===== config.mk =====
export PLATFORM = sky130hd
export DESIGN_NAME = shortened_rs_gf256_encoder
export DESIGN_NICKNAME = d
export VERILOG_FILES = /design/src/rtl/core/rsenc_pkg.sv /design/src/rtl/core/rsenc_front.sv /design/src/rtl/core/rsenc_fifo.sv /design/src/rtl/core/rsenc_back.sv /design/src/rtl/core/shortened_rs_gf256_encoder.sv
export SDC_FILE = /design/constraint.sdc
export NUM_CORES = 1
export LEC_CHECK = 0
export BUFFER_PORTS_ARGS = -buffer_cell sky130_fd_sc_hd__buf_2
export CAP_MARGIN = 40
export CORE_UTILIZATION = 62
export CTS_CLUSTER_DIAMETER = 30
export DETAILED_ROUTE_END_ITERATION = 16
export HOLD_SLACK_MARGIN = 0.15
export PLACE_DENSITY = 0.82
export SYNTH_ARGS = -nofsm -noshare
export SYNTH_HDL_FRONTEND = slang
export SYNTH_SLANG_ARGS = --single-unit
export TNS_END_PERCENT = 100

===== constraint.sdc =====
create_clock -name clk -period 6.8 [get_ports clk]
set_clock_uncertainty 0.15 [all_clocks]
set_input_delay 1.36 -clock clk [delete_from_list [all_inputs] [get_ports clk]]
set_output_delay 1.36 -clock clk [all_outputs]
set_load 0.05 [all_outputs]

===== src/rtl/core/rsenc_pkg.sv =====
`default_nettype none
package rsenc_pkg;

  // Field polynomial x^8+x^4+x^3+x^2+1 without the x^8 term
  localparam logic [7:0] GF_POLY_LOW = 8'h1D;

  localparam int MAX_PARITY_DEF = 16;
  // Largest generator degree the coefficient function can build
  localparam int GEN_MAX = 32;

  localparam int QDEPTH = 2;

  localparam logic [1:0] MODE_255_239 = 2'd0;
  localparam logic [1:0] MODE_224_216 = 2'd1;
  localparam logic [1:0] MODE_56_48   = 2'd2;
  localparam logic [1:0] MODE_52_44   = 2'd3;

  localparam logic [7:0] CODE_LEN [4] = '{8'd255, 8'd224, 8'd56, 8'd52};
  localparam logic [7:0] DATA_LEN [4] = '{8'd239, 8'd216, 8'd48, 8'd44};

  localparam logic [2:0] REG_RATE_MODE = 3'd0;

  typedef struct packed {
    logic [7:0] data;
    logic       last;
  } q_entry_t;

  function automatic logic [7:0] gf_mul(input logic [7:0] a, input logic [7:0] b);
    logic [8:0] x;
    logic [7:0] acc;
    acc = '0;
    x   = {1'b0, a};
    for (int i = 0; i < 8; i++) begin
      if (b[i]) begin
        acc = acc ^ x[7:0];
      end
      x = {x[7:0], 1'b0};
      if (x[8]) begin
        x = {1'b0, x[7:0] ^ GF_POLY_LOW};
      end
    end
    return acc;
  endfunction

  // Coefficient idx of the generator with roots alpha^1 .. alpha^p
  function automatic logic [7:0] gen_coef(input int p, input int idx);
    logic [7:0] g [GEN_MAX+1];
    logic [7:0] root;
    root = 8'd1;
    for (int k = 0; k <= GEN_MAX; k++) begin
      g[k] = '0;
    end
    g[0] = 8'd1;
    for (int i = 1; i <= p; i++) begin
      root = gf_mul(root, 8'd2);
      for (int j = i; j >= 1; j--) begin
        g[j] = g[j-1] ^ gf_mul(g[j], root);
      end
      g[0] = gf_mul(g[0], root);
    end
    return g[idx];
  endfunction

  // Parity count of a mode, clamped to the register length
  function automatic int parity_len(input int mode, input int maxp);
    int p;
    p = int'(CODE_LEN[mode]) - int'(DATA_LEN[mode]);
    return (p > maxp) ? maxp : p;
  endfunction

endpackage
`default_nettype wire


===== src/rtl/core/rsenc_front.sv =====
`default_nettype none
module rsenc_front (
  input  wire logic                 clk,
  input  wire logic                 rst_n,
  input  wire logic                 flush,
  input  wire logic [1:0]           mode,
  input  wire logic                 in_valid,
  output logic                      in_ready,
  input  wire logic [7:0]           in_data,
  output logic                      q_push,
  input  wire logic                 q_ready,
  output rsenc_pkg::q_entry_t       q_entry
);

  logic [7:0] count_r;
  logic [7:0] count_nxt;
  logic [7:0] count_inc;
  logic       last;

  assign count_inc = count_r + 8'd1;
  // tag the byte that completes the data part of a codeword
  assign last      = (count_inc == rsenc_pkg::DATA_LEN[mode]);

  assign in_ready      = q_ready;
  assign q_push        = in_valid & q_ready;
  assign q_entry.data  = in_data;
  assign q_entry.last  = last;

  always_comb begin
    count_nxt = count_r;
    if (flush) begin
      count_nxt = '0;
    end else if (q_push) begin
      count_nxt = last ? 8'd0 : count_inc;
    end
  end

  always_ff @(posedge clk) begin
    if (!rst_n) begin
      count_r <= '0;
    end else begin
      count_r <= count_nxt;
    end
  end

endmodule
`default_nettype wire


===== src/rtl/core/rsenc_fifo.sv =====
`default_nettype none
module rsenc_fifo (
  input  wire logic                 clk,
  input  wire logic                 rst_n,
  input  wire logic                 flush,
  input  wire logic                 push,
  output logic                      push_ready,
  input  wire rsenc_pkg::q_entry_t  push_entry,
  output logic                      pop_valid,
  input  wire logic                 pop,
  output rsenc_pkg::q_entry_t       pop_entry
);

  localparam int PW = (rsenc_pkg::QDEPTH > 1) ? $clog2(rsenc_pkg::QDEPTH) : 1;
  localparam int CW = $clog2(rsenc_pkg::QDEPTH + 1);
  localparam logic [CW-1:0] FULL = CW'(rsenc_pkg::QDEPTH);
  localparam logic [PW-1:0] LAST_SLOT = PW'(rsenc_pkg::QDEPTH - 1);

  rsenc_pkg::q_entry_t slot_r [rsenc_pkg::QDEPTH];
  logic [PW-1:0] wr_r;
  logic [PW-1:0] rd_r;
  logic [CW-1:0] cnt_r;
  logic [PW-1:0] wr_nxt;
  logic [PW-1:0] rd_nxt;
  logic [CW-1:0] cnt_nxt;
  logic          do_push;
  logic          do_pop;

  assign push_ready = (cnt_r != FULL);
  assign pop_valid  = (cnt_r != '0);
  assign pop_entry  = slot_r[rd_r];
  assign do_push    = push & push_ready;
  assign do_pop     = pop & pop_valid;

  always_comb begin
    wr_nxt  = wr_r;
    rd_nxt  = rd_r;
    cnt_nxt = cnt_r;
    if (flush) begin
      wr_nxt  = '0;
      rd_nxt  = '0;
      cnt_nxt = '0;
    end else begin
      if (do_push) begin
        wr_nxt = (wr_r == LAST_SLOT) ? '0 : wr_r + PW'(1);
      end
      if (do_pop) begin
        rd_nxt = (rd_r == LAST_SLOT) ? '0 : rd_r + PW'(1);
      end
      unique case ({do_push, do_pop})
        2'b10:   cnt_nxt = cnt_r + CW'(1);
        2'b01:   cnt_nxt = cnt_r - CW'(1);
        default: cnt_nxt = cnt_r;
      endcase
    end
  end

  always_ff @(posedge clk) begin
    if (!rst_n) begin
      wr_r  <= '0;
      rd_r  <= '0;
      cnt_r <= '0;
    end else begin
      wr_r  <= wr_nxt;
      rd_r  <= rd_nxt;
      cnt_r <= cnt_nxt;
    end
  end

  always_ff @(posedge clk) begin
    if (do_push && !flush) begin
      slot_r[wr_r] <= push_entry;
    end
  end

endmodule
`default_nettype wire


===== src/rtl/core/rsenc_back.sv =====
`default_nettype none
module rsenc_back #(
  parameter int MAX_PARITY = rsenc_pkg::MAX_PARITY_DEF
) (
  input  wire logic                 clk,
  input  wire logic                 rst_n,
  input  wire logic                 flush,
  input  wire logic [1:0]           mode,
  input  wire logic                 q_valid,
  output logic                      q_pop,
  input  wire rsenc_pkg::q_entry_t  q_entry,
  output logic                      out_valid,
  input  wire logic                 out_ready,
  output logic [7:0]                out_byte,
  output logic                      out_is_parity,
  output logic                      out_end
);

  localparam int P_HI = rsenc_pkg::parity_len(0, MAX_PARITY);
  localparam int P_LO = rsenc_pkg::parity_len(1, MAX_PARITY);
  localparam int PW   = $clog2(MAX_PARITY + 1);

  typedef enum logic {ST_DATA, ST_PARITY} state_t;

  logic [7:0] g_hi [MAX_PARITY];
  logic [7:0] g_lo [MAX_PARITY];

  for (genvar j = 0; j < MAX_PARITY; j++) begin : g_coef
    assign g_hi[j] = rsenc_pkg::gen_coef(P_HI, j);
    assign g_lo[j] = rsenc_pkg::gen_coef(P_LO, j);
  end

  state_t        state_r, state_nxt;
  logic [7:0]    par_r   [MAX_PARITY];
  logic [7:0]    par_nxt [MAX_PARITY];
  logic [PW-1:0] left_r, left_nxt;
  logic          valid_r, valid_nxt;
  logic [7:0]    byte_r, byte_nxt;
  logic          isp_r, isp_nxt;
  logic          end_r, end_nxt;

  logic          hi;
  logic [7:0]    top;
  logic [7:0]    fb;
  logic          advance;

  assign hi      = (mode == rsenc_pkg::MODE_255_239);
  assign top     = hi ? par_r[P_HI-1] : par_r[P_LO-1];
  assign fb      = q_entry.data ^ top;
  assign advance = !valid_r || out_ready;
  assign q_pop   = (state_r == ST_DATA) && advance && q_valid;

  assign out_valid     = valid_r;
  assign out_byte      = byte_r;
  assign out_is_parity = isp_r;
  assign out_end       = end_r;

  always_comb begin
    state_nxt = state_r;
    left_nxt  = left_r;
    valid_nxt = valid_r;
    byte_nxt  = byte_r;
    isp_nxt   = isp_r;
    end_nxt   = end_r;
    for (int j = 0; j < MAX_PARITY; j++) begin
      par_nxt[j] = par_r[j];
    end
    if (flush) begin
      state_nxt = ST_DATA;
      valid_nxt = 1'b0;
      for (int j = 0; j < MAX_PARITY; j++) begin
        par_nxt[j] = '0;
      end
    end else if (advance) begin
      unique case (state_r)
        ST_PARITY: begin
          // emit the highest cell, shift the rest up
          valid_nxt = 1'b1;
          byte_nxt  = top;
          isp_nxt   = 1'b1;
          end_nxt   = (left_r == PW'(1));
          left_nxt  = left_r - PW'(1);
          if (left_r == PW'(1)) begin
            state_nxt = ST_DATA;
          end
          for (int j = 0; j < MAX_PARITY; j++) begin
            if (j < (hi ? P_HI : P_LO) && j > 0) begin
              par_nxt[j] = par_r[j-1];
            end else begin
              par_nxt[j] = '0;
            end
          end
        end
        ST_DATA: begin
          valid_nxt = q_valid;
          if (q_valid) begin
            byte_nxt = q_entry.data;
            isp_nxt  = 1'b0;
            end_nxt  = 1'b0;
            for (int j = 0; j < MAX_PARITY; j++) begin
              if (j < (hi ? P_HI : P_LO)) begin
                par_nxt[j] = ((j > 0) ? par_r[j-1] : 8'd0) ^
                             rsenc_pkg::gf_mul(hi ? g_hi[j] : g_lo[j], fb);
              end else begin
                par_nxt[j] = '0;
              end
            end
            if (q_entry.last) begin
              state_nxt = ST_PARITY;
              left_nxt  = hi ? PW'(P_HI) : PW'(P_LO);
            end
          end
        end
        default: state_nxt = ST_DATA;
      endcase
    end
  end

  always_ff @(posedge clk) begin
    if (!rst_n) begin
      state_r <= ST_DATA;
      left_r  <= '0;
      valid_r <= 1'b0;
      byte_r  <= '0;
      isp_r   <= 1'b0;
      end_r   <= 1'b0;
      for (int j = 0; j < MAX_PARITY; j++) begin
        par_r[j] <= '0;
      end
    end else begin
      state_r <= state_nxt;
      left_r  <= left_nxt;
      valid_r <= valid_nxt;
      byte_r  <= byte_nxt;
      isp_r   <= isp_nxt;
      end_r   <= end_nxt;
      for (int j = 0; j < MAX_PARITY; j++) begin
        par_r[j] <= par_nxt[j];
      end
    end
  end

endmodule
`default_nettype wire


===== src/rtl/core/shortened_rs_gf256_encoder.sv =====
`default_nettype none
// Channel   Direction  Beat contents
// in_       slave      tdata[7:0] = data_byte
// out_      master     tdata[7:0] = out_byte, tuser = is_parity, tlast = codeword_end
// cfg_      APB slave  0x0: rate_mode[1:0]
//
// One beat per cycle in and out while data bytes flow and out_tready is high:
// each byte updates all parity cells at once. After the K-th data byte the
// back end sends P parity bytes (16 or 8) and takes no data meanwhile;
// the two-entry queue fills and in_tready drops during the burst.
// Reset (rst_n, synchronous) clears the parity cells, the byte count and
// rate_mode. A rate_mode write aborts any codeword in progress.
module shortened_rs_gf256_encoder #(
  parameter int MAX_PARITY = rsenc_pkg::MAX_PARITY_DEF
) (
  input  wire logic        clk,
  input  wire logic        rst_n,
  // input stream
  input  wire logic        in_tvalid,
  output logic             in_tready,
  input  wire logic [7:0]  in_tdata,      // [7:0] data_byte
  // result stream
  output logic             out_tvalid,
  input  wire logic        out_tready,
  output logic [7:0]       out_tdata,     // [7:0] out_byte
  output logic             out_tuser,     // [0] is_parity
  output logic             out_tlast,
  // configuration
  input  wire logic        cfg_psel,
  input  wire logic        cfg_penable,
  input  wire logic        cfg_pwrite,
  input  wire logic [2:0]  cfg_paddr,
  input  wire logic [31:0] cfg_pwdata,
  output logic [31:0]      cfg_prdata,
  output logic             cfg_pready
);

  logic [1:0]          mode_r;
  logic [1:0]          mode_nxt;
  logic                wr_mode;
  logic                q_push;
  logic                q_ready;
  logic                q_valid;
  logic                q_pop;
  rsenc_pkg::q_entry_t q_in;
  rsenc_pkg::q_entry_t q_out;

  assign cfg_pready = 1'b1;
  // a rate write also flushes the front count, queue and parity cells
  assign wr_mode    = cfg_psel & cfg_penable & cfg_pwrite &
                      (cfg_paddr == rsenc_pkg::REG_RATE_MODE);
  assign mode_nxt   = wr_mode ? cfg_pwdata[1:0] : mode_r;
  assign cfg_prdata = (cfg_paddr == rsenc_pkg::REG_RATE_MODE) ? {30'd0, mode_r} : 32'd0;

  always_ff @(posedge clk) begin
    if (!rst_n) begin
      mode_r <= rsenc_pkg::MODE_255_239;
    end else begin
      mode_r <= mode_nxt;
    end
  end

  // front: count data bytes, tag the last one of the codeword
  rsenc_front u_front (
    .clk      (clk),
    .rst_n    (rst_n),
    .flush    (wr_mode),
    .mode     (mode_r),
    .in_valid (in_tvalid),
    .in_ready (in_tready),
    .in_data  (in_tdata),
    .q_push   (q_push),
    .q_ready  (q_ready),
    .q_entry  (q_in)
  );

  rsenc_fifo u_fifo (
    .clk        (clk),
    .rst_n      (rst_n),
    .flush      (wr_mode),
    .push       (q_push),
    .push_ready (q_ready),
    .push_entry (q_in),
    .pop_valid  (q_valid),
    .pop        (q_pop),
    .pop_entry  (q_out)
  );

  // back: parity LFSR, data echo, parity burst, output register
  rsenc_back #(
    .MAX_PARITY (MAX_PARITY)
  ) u_back (
    .clk           (clk),
    .rst_n         (rst_n),
    .flush         (wr_mode),
    .mode          (mode_r),
    .q_valid       (q_valid),
    .q_pop         (q_pop),
    .q_entry       (q_out),
    .out_valid     (out_tvalid),
    .out_ready     (out_tready),
    .out_byte      (out_tdata),
    .out_is_parity (out_tuser),
    .out_end       (out_tlast)
  );

endmodule
`default_nettype wire

==> Word level (Yosys, flattened, before mapping) <==
Memories as Yosys holds them, arrays and structs flattened. A register that Yosys moved wholly into a read port is not among the register bits.
Index checks and enable logic that the tools add are counted.
{ "op_classes": {"addsub": 6, "order_cmp": 17, "n_eq_ne": 7, "n_mux": 1532, "n_bitwise": 266, "n_reduce_logical": 13} }
{ "op_table": {"columns": ["operator", "count"], "rows": [
  ["$mux W8", 1370],
  ["$xor A8 B8 Y8", 128],
  ["$mux W5", 119],
  ["$not A4 Y4", 112],
  ["$mux W128", 3],
  ["$lt A5 B32 Y1 const A", 8],
  ["$pmux W128 S2", 1],
  ["$lt A4 B32 Y1 const A", 4],
  ["$mux W7", 14],
  ["$lt A3 B32 Y1 const A", 2],
  ["$lt A1 B32 Y1 const A", 1],
  ["$mux W6", 3],
  ["$bmux W8 S2", 1],
  ["$or A1 B1 Y1", 16],
  ["$pmux W8 S2", 1],
  ["$mux W1", 12],
  ["$pmux W5 S2", 1],
  ["$add A8 B1 Y8 const B", 1],
  ["$eq A8 B8 Y1", 1],
  ["$pmux W1 S2", 4],
  ["$and A1 B1 Y1", 6],
  ["$eq A5 B1 Y1 const B", 1],
  ["$lt A1 B5 Y1 const A", 1],
  ["$sub A5 B1 Y5 const B", 1],
  ["other kinds (22)", 30]
]} }
{ "word_totals": {"ff_bits": 31, "ramBits": 146, "input_bits": 50, "out_inout_bits": 45, "mem_count": 2} }
{ "memory_table": {"columns": ["memory", "words", "word_bits", "rd", "rd_clocked_by_memory_dff", "wr", "line", "source"], "rows": [
  ["u_back.par_r", 16, 8, 16, 0, 16, "rsenc_back.sv:34", "logic [7:0] par_r [MAX_PARITY];"],
  ["u_fifo.slot_r", 2, 9, 1, 1, 1, "rsenc_fifo.sv:19", "rsenc_pkg::q_entry_t slot_r [rsenc_pkg::QDEPTH];"]
]} }

==> Longest topological paths before layout <==
Gate-level depths: netlist of the first run.
{ "logic_depth": {"ltp_word": 65, "mapped_depth": 17, "mapped_depth_nobuf": 14} }

==> By module <==
Synthesis of the first run repeated with hierarchy kept, for this count alone.
{ "unflattened": {"hier_cells": 1424, "area_unflattened_um2": 12308.1} }
{ "by_module_without_submodules": {"columns": ["mod", "instances", "cells_per_inst", "area_each_um2", "seq_area_each_um2"], "rows": [
  ["rsenc_back", 1, 1226, 10229.8, 2902.8],
  ["rsenc_fifo", 1, 55, 879.6, 640.6],
  ["rsenc_front", 1, 97, 844.6, 160.2],
  ["shortened_rs_gf256_encoder", 1, 46, 354.1, 40.0]
]} }

==> Worst setup path before layout of the first run <==
OpenSTA, ideal clock, no wires.
{ "synth_timing": {"kind": "register -> register", "startpoint": "register mode_r[1]", "endpoint": "memory u_back.par_r[4][5], in the netlist u_back.par_r[0][37]", "setup_ns": 0.086, "t_arrival_ns": 3.667, "required_time_ns": 6.564, "path_slack_ns": 2.897, "path_stages_with_launch": 16, "synth_period_minus_slack_ns": 3.903, "cell_sequence": "dfxtp_1 inv_1 ha_1 buf_6 buf_6 mux2i_1 xor2_2 inv_2 ha_1 mux2_2 buf_2 xnor2_1 ha_1 nor2b_1 xnor2_1 a211oi_1"} }
{ "synth_lines": {"columns": ["element", "line", "source"], "rows": [
  ["from (decl)", "shortened_rs_gf256_encoder.sv:38", "logic [1:0] mode_r;"],
  ["from (signal assigned)", "shortened_rs_gf256_encoder.sv:57", "mode_r <= rsenc_pkg::MODE_255_239;"],
  ["from (signal assigned)", "shortened_rs_gf256_encoder.sv:59", "mode_r <= mode_nxt;"],
  ["to (decl)", "rsenc_back.sv:34", null]
]} }

==> impl_results.md, run 1 <==
- Run status: finished clean
- Worst Tran Pin Value: 0.8808 ns
- CP Class: reg2reg
- Leading area contributor after synthesis: dfxtp_1
- Critical path's top delay family: XOR/XNOR gates
- Top_reg_cell synth: dfxtp_1
- Via count: 9096
- DRT iter0 DRCs: 874
- Routed len/inst: 18.14 um
- Synth Warn #: 0
- Worst setup EP type: register
- Hold Slack: 0.3079 ns
- I/O Buffers: 33
- Reg2reg path depth: 11
- Post-CTS sizing: 0
- CTS Buf Count: 17
- Vias per Instance: 5.689
- Cell variety after synth: 65
- Final setup fails: 0
- Slowest library cell on the worst path: xor2_1
- Crit path time final: 4.447 ns
- Max Slew Vio Count: 0
- Initial antenna violation count: 0
- Post-CTS Setup Inserts: 0
- Number of max-cap violations: 0
- Num rows: 50
- Fin crit share: 0.6539
- Ports: 95
- Crit-path max FO: 22
- Register bit total from synthesis: 178
- Post-synth EDFFs: 18
- Clk buf depth: 2
- Dpl cells: 1567
- Max_slew headroom: 0.4106
- Yosys top cell area share: 0.2665
- Routability Congestion: 0.9151
- Most frequent cell after synthesis: xnor2_1
- Nets@finish: 1406
- HP Start: u_back.par_r[0][34]$_SDFFE_PP0P_
- First-pass GRT wire length: 46160 um
- Min-delay worst type: reg2reg
- Layout cells sized above 1: 0.1143
- Sequential fraction of the synthesis area: 0.3115
- Crit path DAT: 4.61 ns
- Detail Route Antenna Nets: 0
- Worst-Skew Late Latency: 0.45 ns
- DRC violations left: 0
- Setup TNS: 0 ns
- Chip height: 141.2 um
- Post-cts hold buffer count: 0
- Initial Util: 0.6383
- Crit-path max cell delay: 0.72 ns
- Startpoint class of the critical path: register
- Largest net degree at the start of global routing: 77
- CTS Root Cell: clkbuf_16
- HPWL Detailed: 19250 um
- Peak Freq: 0.2249 GHz
- Post-Synthesis Cells: 1348
- Core Footprint: 18830 um2
- Critical path's most frequent cell: xnor2_1
- RSZ-0062 raised after global routing: no
- Req. time, crit path: 6.96 ns
- Clock Sinks: 178
- CP Cell Sequence: inv_1 -> ha_4 -> mux2i_1 -> xor2_1 -> inv_2 -> xnor2_4 -> xnor2_1 -> xnor3_1 -> nor2_2 -> xnor2_1 -> o21ai_1
- Grt total ovfl: 0
- RR Endpoint: u_back.par_r[0][15]$_SDFFE_PP0P_
- Crit path buffers/inverters: 2
- Synthesized cell area: 12020 um2
- Asr flop ratio synth: 0
- Vias in the first global route: 8655
- DRT Pass-1 Iters: 6
- Die Width: 141.2 um
- Hold Path End: u_back.par_r[0][34]$_SDFFE_PP0P_
- Area contributors post-synth: dfxtp_1, xnor2_1, nor2_1
- Reg2Reg Setup Slack: 2.35 ns
- Routed wire length: 29000 um
- CTS tree: done
- R2R Path Start: mode_r[1]$_SDFFE_PN0P_
- H-tree levels: 4
- Commonest cells in the netlist: xnor2_1, nor2_1, dfxtp_1
- Total track usage: 0.3009
- Hold Path Depth: 2
- Syn avg cell area: 8.916 um2
- Diode count: 0
- Area growth from synthesis to layout: 5.756%
- Count of final hold-check violations: 0
- Worst-path clk slew: 0.07 ns
- Fin cells: 1599
- Die area: 19950 um2
## layout by cell type (no fill, tap or decap), types with 19 or more instances in the layout
cell and n:
nor3_1 25, ha_1 29, dfxtp_1 159, o21ai_1 38, a22oi_1 19, nor2_1 169, xnor2_1 232, mux2i_1 30
a211oi_1 24, buf_2 34, nor2b_1 27, xor2_1 42, conb_1 31, a21oi_1 41, o21ai_0 86, nand2_1 127
## cell families (layout without fill, tap and decap cells)
logic type / after synthesis / in the layout / share of synthesized area
AND/OR/NAND/NOR: 406 / 406 / 0.1506
buffers and inverters: 134 / 96 / 0.06079
other: 2 / 31 / 0.0006248
flip-flops: 178 / 178 / 0.3115
XOR/XNOR: 314 / 314 / 0.2760
adder cells (fa/ha/maj): 30 / 30 / 0.03123
multiplexers: 51 / 51 / 0.05694
AO/OA/AOI/OAI: 233 / 233 / 0.1123
## area by class of cell
type,instances,area (um2)
Clock buffer,19,464.2
Clock inverter,13,137.6
Fill cell,1425,6120
Inverter,17,73.82
Multi-Input combinational cell,1065,7695
Sequential cell,178,3747
Tap cell,260,325.3
Timing Repair Buffer,47,267.8
## metrics by stage
step,util,area [um2],setup WS (ns)
4_1_cts,0.6750,12710,2.505
2_1_floorplan,-,12130,2.897
3_3_place_gp,0.6428,12100,2.584
6_report,0.6750,12710,2.353
3_5_place_dp,0.6431,12110,2.538
5_1_grt,0.6750,12710,2.296
## worst reg2reg max path, cell delays in order (launching register included)
cell     delay (ns)
dfxtp_1        0.35
inv_1          0.12
ha_4           0.35
mux2i_1        0.33
xor2_1         0.72
inv_2          0.59
xnor2_4        0.64
xnor2_1        0.28
xnor3_1        0.48
nor2_2         0.10
xnor2_1        0.13
o21ai_1        0.07
## sequential cells by signal (all words and copies together), names as in the netlist, named ones only
name and cells:
u_back.par_r 128, u_fifo.cnt_r 2, u_back.out_is_parity 1, u_back.out_valid 1, u_fifo.rd_r 1, u_front.count_r 8
mode_r 2, u_fifo.wr_r 1, u_fifo.slot_r 18, u_back.out_end 1, u_back.out_byte 8, u_back.state_r 1
u_back.left_r 5
## worst max path at each step
stage / end / start / slack (ns) / depth (start not counted)
finish: u_back.par_r[0][15]$_SDFFE_PP0P_ / mode_r[1]$_SDFFE_PN0P_ / 2.35 / 11
detailed placement: u_back.par_r[0][15]$_SDFFE_PP0P_ / mode_r[1]$_SDFFE_PN0P_ / 2.54 / 11
floorplan: u_back.par_r[0][37]$_SDFFE_PP0P_ / mode_r[1]$_SDFFE_PN0P_ / 2.90 / 15
CTS: u_back.par_r[0][15]$_SDFFE_PP0P_ / mode_r[1]$_SDFFE_PN0P_ / 2.50 / 11
global placement: u_back.par_r[0][15]$_SDFFE_PP0P_ / mode_r[1]$_SDFFE_PN0P_ / 2.58 / 11
global route: u_back.par_r[0][15]$_SDFFE_PP0P_ / mode_r[1]$_SDFFE_PN0P_ / 2.30 / 11
## metal layers
metal	up-vias	routed length, um	GRT usage
met2	337	13880	0.4953
met3	80	1789	0.05401
met1	4316	12250	0.3854
li1	4363	-	-
met5	-	0	0
met4	0	1082	0.1333
Power of run 1 is not shown: default switching activity piles up to over one toggle a cycle in this logic, so the estimate is an artifact.
==> inputs of run 2 (changes only) <==
--- a/config.mk
+++ b/config.mk
@@ -5,13 +5,14 @@
 export SDC_FILE = /design/constraint.sdc
 export NUM_CORES = 1
 export LEC_CHECK = 0
+export ABC_AREA = 1
 export BUFFER_PORTS_ARGS = -buffer_cell sky130_fd_sc_hd__buf_2
 export CAP_MARGIN = 40
-export CORE_UTILIZATION = 62
+export CORE_UTILIZATION = 56
 export CTS_CLUSTER_DIAMETER = 30
 export DETAILED_ROUTE_END_ITERATION = 16
 export HOLD_SLACK_MARGIN = 0.15
-export PLACE_DENSITY = 0.82
+export PLACE_DENSITY = 0.78
 export SYNTH_ARGS = -nofsm -noshare
 export SYNTH_HDL_FRONTEND = slang
 export SYNTH_SLANG_ARGS = --single-unit
==> constraint.sdc (replaced) <==
create_clock -name clk -period 3.75 [get_ports clk]
set_clock_uncertainty 0.15 [all_clocks]
set_input_delay 0.75 -clock clk [delete_from_list [all_inputs] [get_ports clk]]
set_output_delay 0.75 -clock clk [all_outputs]
set_load 0.05 [all_outputs]
==> run 2 against run 1 <==
Compared with the run above: register-to-register slack got worse by 2.2 ns; highest routed layer unchanged; setup slack got worse by 2.2 ns; critical path type unchanged; cell count increased by 43%.
==> impl_results.md, run 2 <==
- Post-cts hold buffer count: 0
- CTS Root Cell: clkbuf_16
- Nets@finish: 2076
- Routability Congestion: 0.9685
- Peak Freq: 0.2815 GHz
- Placement Setup Slack: 0.2263 ns
- Chip height: 154.5 um
- Most common cell after layout, fill and taps aside: nand2_1
- Worst Tran Pin Value: 0.7812 ns
- Vias in the first global route: 11710
- Largest register FFs: 128
- Layout cells sized above 1: 0.1090
- Yosys top cell area share: 0.2458
- Worst-path clk slew: 0.08 ns
- Grt total ovfl: 0
- H-tree levels: 4
- Finished Core Util: 0.6248
- Top_reg_cell synth: dfxtp_1
- Largest registers: u_back.par_r: 128 flops, u_fifo.slot_r: 18 flops
- Register area: 3745 um2
- Worst-Skew Late Latency: 0.45 ns
- Sequential fraction of the synthesis area: 0.2873
- Slowest library cell on the worst path: xor2_1
- Max Slew Vio Count: 0
- Area contributors post-synth: dfxtp_1, nand2_1, xor2_1
- Commonest cells in the netlist: nand2_1, inv_1, dfxtp_1
- Number of max-cap violations: 0
- DRT Pass-1 Iters: 6
- Most frequent cell after synthesis: nand2_1
- Crit path DAT: 3.79 ns
- Placed cell area: 13600 um2
- Fin crit share: 0.9473
- Detail Route Antenna Nets: 0
- CTS tree: done
- First-pass GRT wire length: 64640 um
- # fillers: 2160
- Post-synth EDFFs: 18
- Most flop-heavy register: u_back.par_r
- Total track usage: 0.3533
- Cell variety after synth: 51
- Clk buf depth: 2
- Final setup fails: 0
- Initial antenna violation count: 0
- Max_slew headroom: 0.4773
- Leading area contributor after synthesis: dfxtp_1
- Worst setup EP type: register
- Final WS setup: 0.1975 ns
- Routed wire length: 41650 um
- Routed len/inst: 18.16 um
- Most frequent cells in the layout: nand2_1, inv_1, dfxtp_1
- Count of final hold-check violations: 0
- Post-Synthesis Cells: 1978
- Final non-filler cell area: 14190 um2
- RSZ-0062 raised after global routing: no
- Vias per Instance: 5.684
- Synthesized cell area: 13030 um2
- Startpoint class of the critical path: register
- Clock Sinks: 178
- Setup TNS: 0 ns
- Num rows: 55
- Via count: 13040
- CTS Buf Count: 17
- Ports: 95
- CP Class: reg2reg
- Crit-path max cell delay: 0.37 ns
- Diode count: 0
- Crit-path max FO: 37
- Crit path time final: 3.553 ns
- DRT iter0 DRCs: 1356
- Die Width: 154.5 um
- Synth Warn #: 0
- Largest net degree at the start of global routing: 95
- Run status: finished clean
- Syn avg cell area: 6.588 um2
- HPWL Detailed: 29680 um
- Core Footprint: 22710 um2
- Register bit total from synthesis: 178
- Area growth from synthesis to layout: 8.891%
- Footprint of the multi-input gates: 7960 um2
- Min-delay worst type: reg2reg
- CP Cell Sequence: inv_1 -> ha_2 -> inv_2 -> buf_12 -> o21ai_0 -> nand2_1 -> nand2_4 -> buf_4 -> nand2_2 -> nand2_4 -> inv_2 -> xor2_1 -> ha_1 -> o21ai_0 -> xnor2_1 -> nand2_1 -> a21oi_1
- Initial Util: 0.5738
- Req. time, crit path: 3.99 ns
- I/O Buffers: 33
- Die area: 23880 um2
- Asr flop ratio synth: 0
- DRC violations left: 0
-- run 2: cell types whose count changed in the layout (fill, tap and decap cells not counted), moves of 27 or more --
cell | previous run | this run
nand3_1 | 8 | 150
inv_1 | 10 | 203
o21ai_0 | 86 | 122
xor2_1 | 42 | 125
nand2_1 | 127 | 547
a21oi_1 | 41 | 132
buf_4 | 13 | 53
nor2b_1 | 27 | 0
nor2_1 | 169 | 94
mux2i_1 | 30 | 2
xnor2_1 | 232 | 16
-- run 2: cell families (layout without fill, tap and decap cells) --
family / count (synthesis) / after routing / share of synthesized area
buffers and inverters: 339 / 341 / 0.1135
AND/OR/NAND/NOR: 894 / 894 / 0.2940
AO/OA/AOI/OAI: 383 / 383 / 0.1689
multiplexers: 2 / 2 / 0.001536
flip-flops: 178 / 178 / 0.2873
other: 2 / 31 / 0.0005763
XOR/XNOR: 150 / 150 / 0.1054
adder cells (fa/ha/maj): 30 / 30 / 0.02880
-- run 2: stage by stage --
stage | hold WS [ns] | cells
2_1_floorplan | 0.2931 | 2007
3_3_place_gp | 0.2998 | 2259
3_5_place_dp | 0.3036 | 2262
4_1_cts | 0.3155 | 2294
5_1_grt | 0.3229 | 2294
6_report | 0.3108 | 2294
-- run 2: metal layers --
metal	track usage	vias to the layer above	wire [um]
met3	0.07789	96	3621
met1	0.4594	6007	17410
met5	0	-	0
met4	0.1372	0	1509
met2	0.5701	569	19110
li1	-	6367	-
-- run 2: path summary, 6_finish.rpt --
| check | start | end | slack [ns] | depth (start not counted) |
|---|---|---|---|---|
| setup / recovery | mode_r[1]$_SDFFE_PN0P_ | u_back.par_r[0][125]$_SDFFE_PP0P_ | 0.20 | 17 |
| hold / removal | u_back.out_byte[5]$_SDFFE_PN0P_ | u_back.out_byte[5]$_SDFFE_PN0P_ | 0.31 | 2 |
| setup reg to reg | mode_r[1]$_SDFFE_PN0P_ | u_back.par_r[0][125]$_SDFFE_PP0P_ | 0.20 | 17 |
| hold reg to reg | u_back.out_byte[5]$_SDFFE_PN0P_ | u_back.out_byte[5]$_SDFFE_PN0P_ | 0.31 | 2 |
-- run 2: area by class of cell --
class,count,share of cell area
clock buffers,18,0.03095
inverters,214,0.05678
well taps,285,0.02513
multi-input cells,1490,0.5610
clock inverters,14,0.009347
repair buffers,95,0.05291
flip-flops and latches,178,0.2639
-- run 2: worst max-delay path, delay by kind of cell (launching register included) --
family | cells | cell delay, ns
flops | 1 | 0.34
simple gates | 5 | 0.64
buf+inv | 5 | 0.69
compound gates | 3 | 0.60
fa+ha+maj | 2 | 0.46
xor+xnor | 2 | 0.56
-- run 2: timing repair --
item                                    in CTS  in global routing
hold endpoints to repair                     0                  0
setup buffers                                0                  0
gates resized for setup                      0                  5
endpoints found under the setup margin       0                  4
Power of run 2 is left out for the same reason.
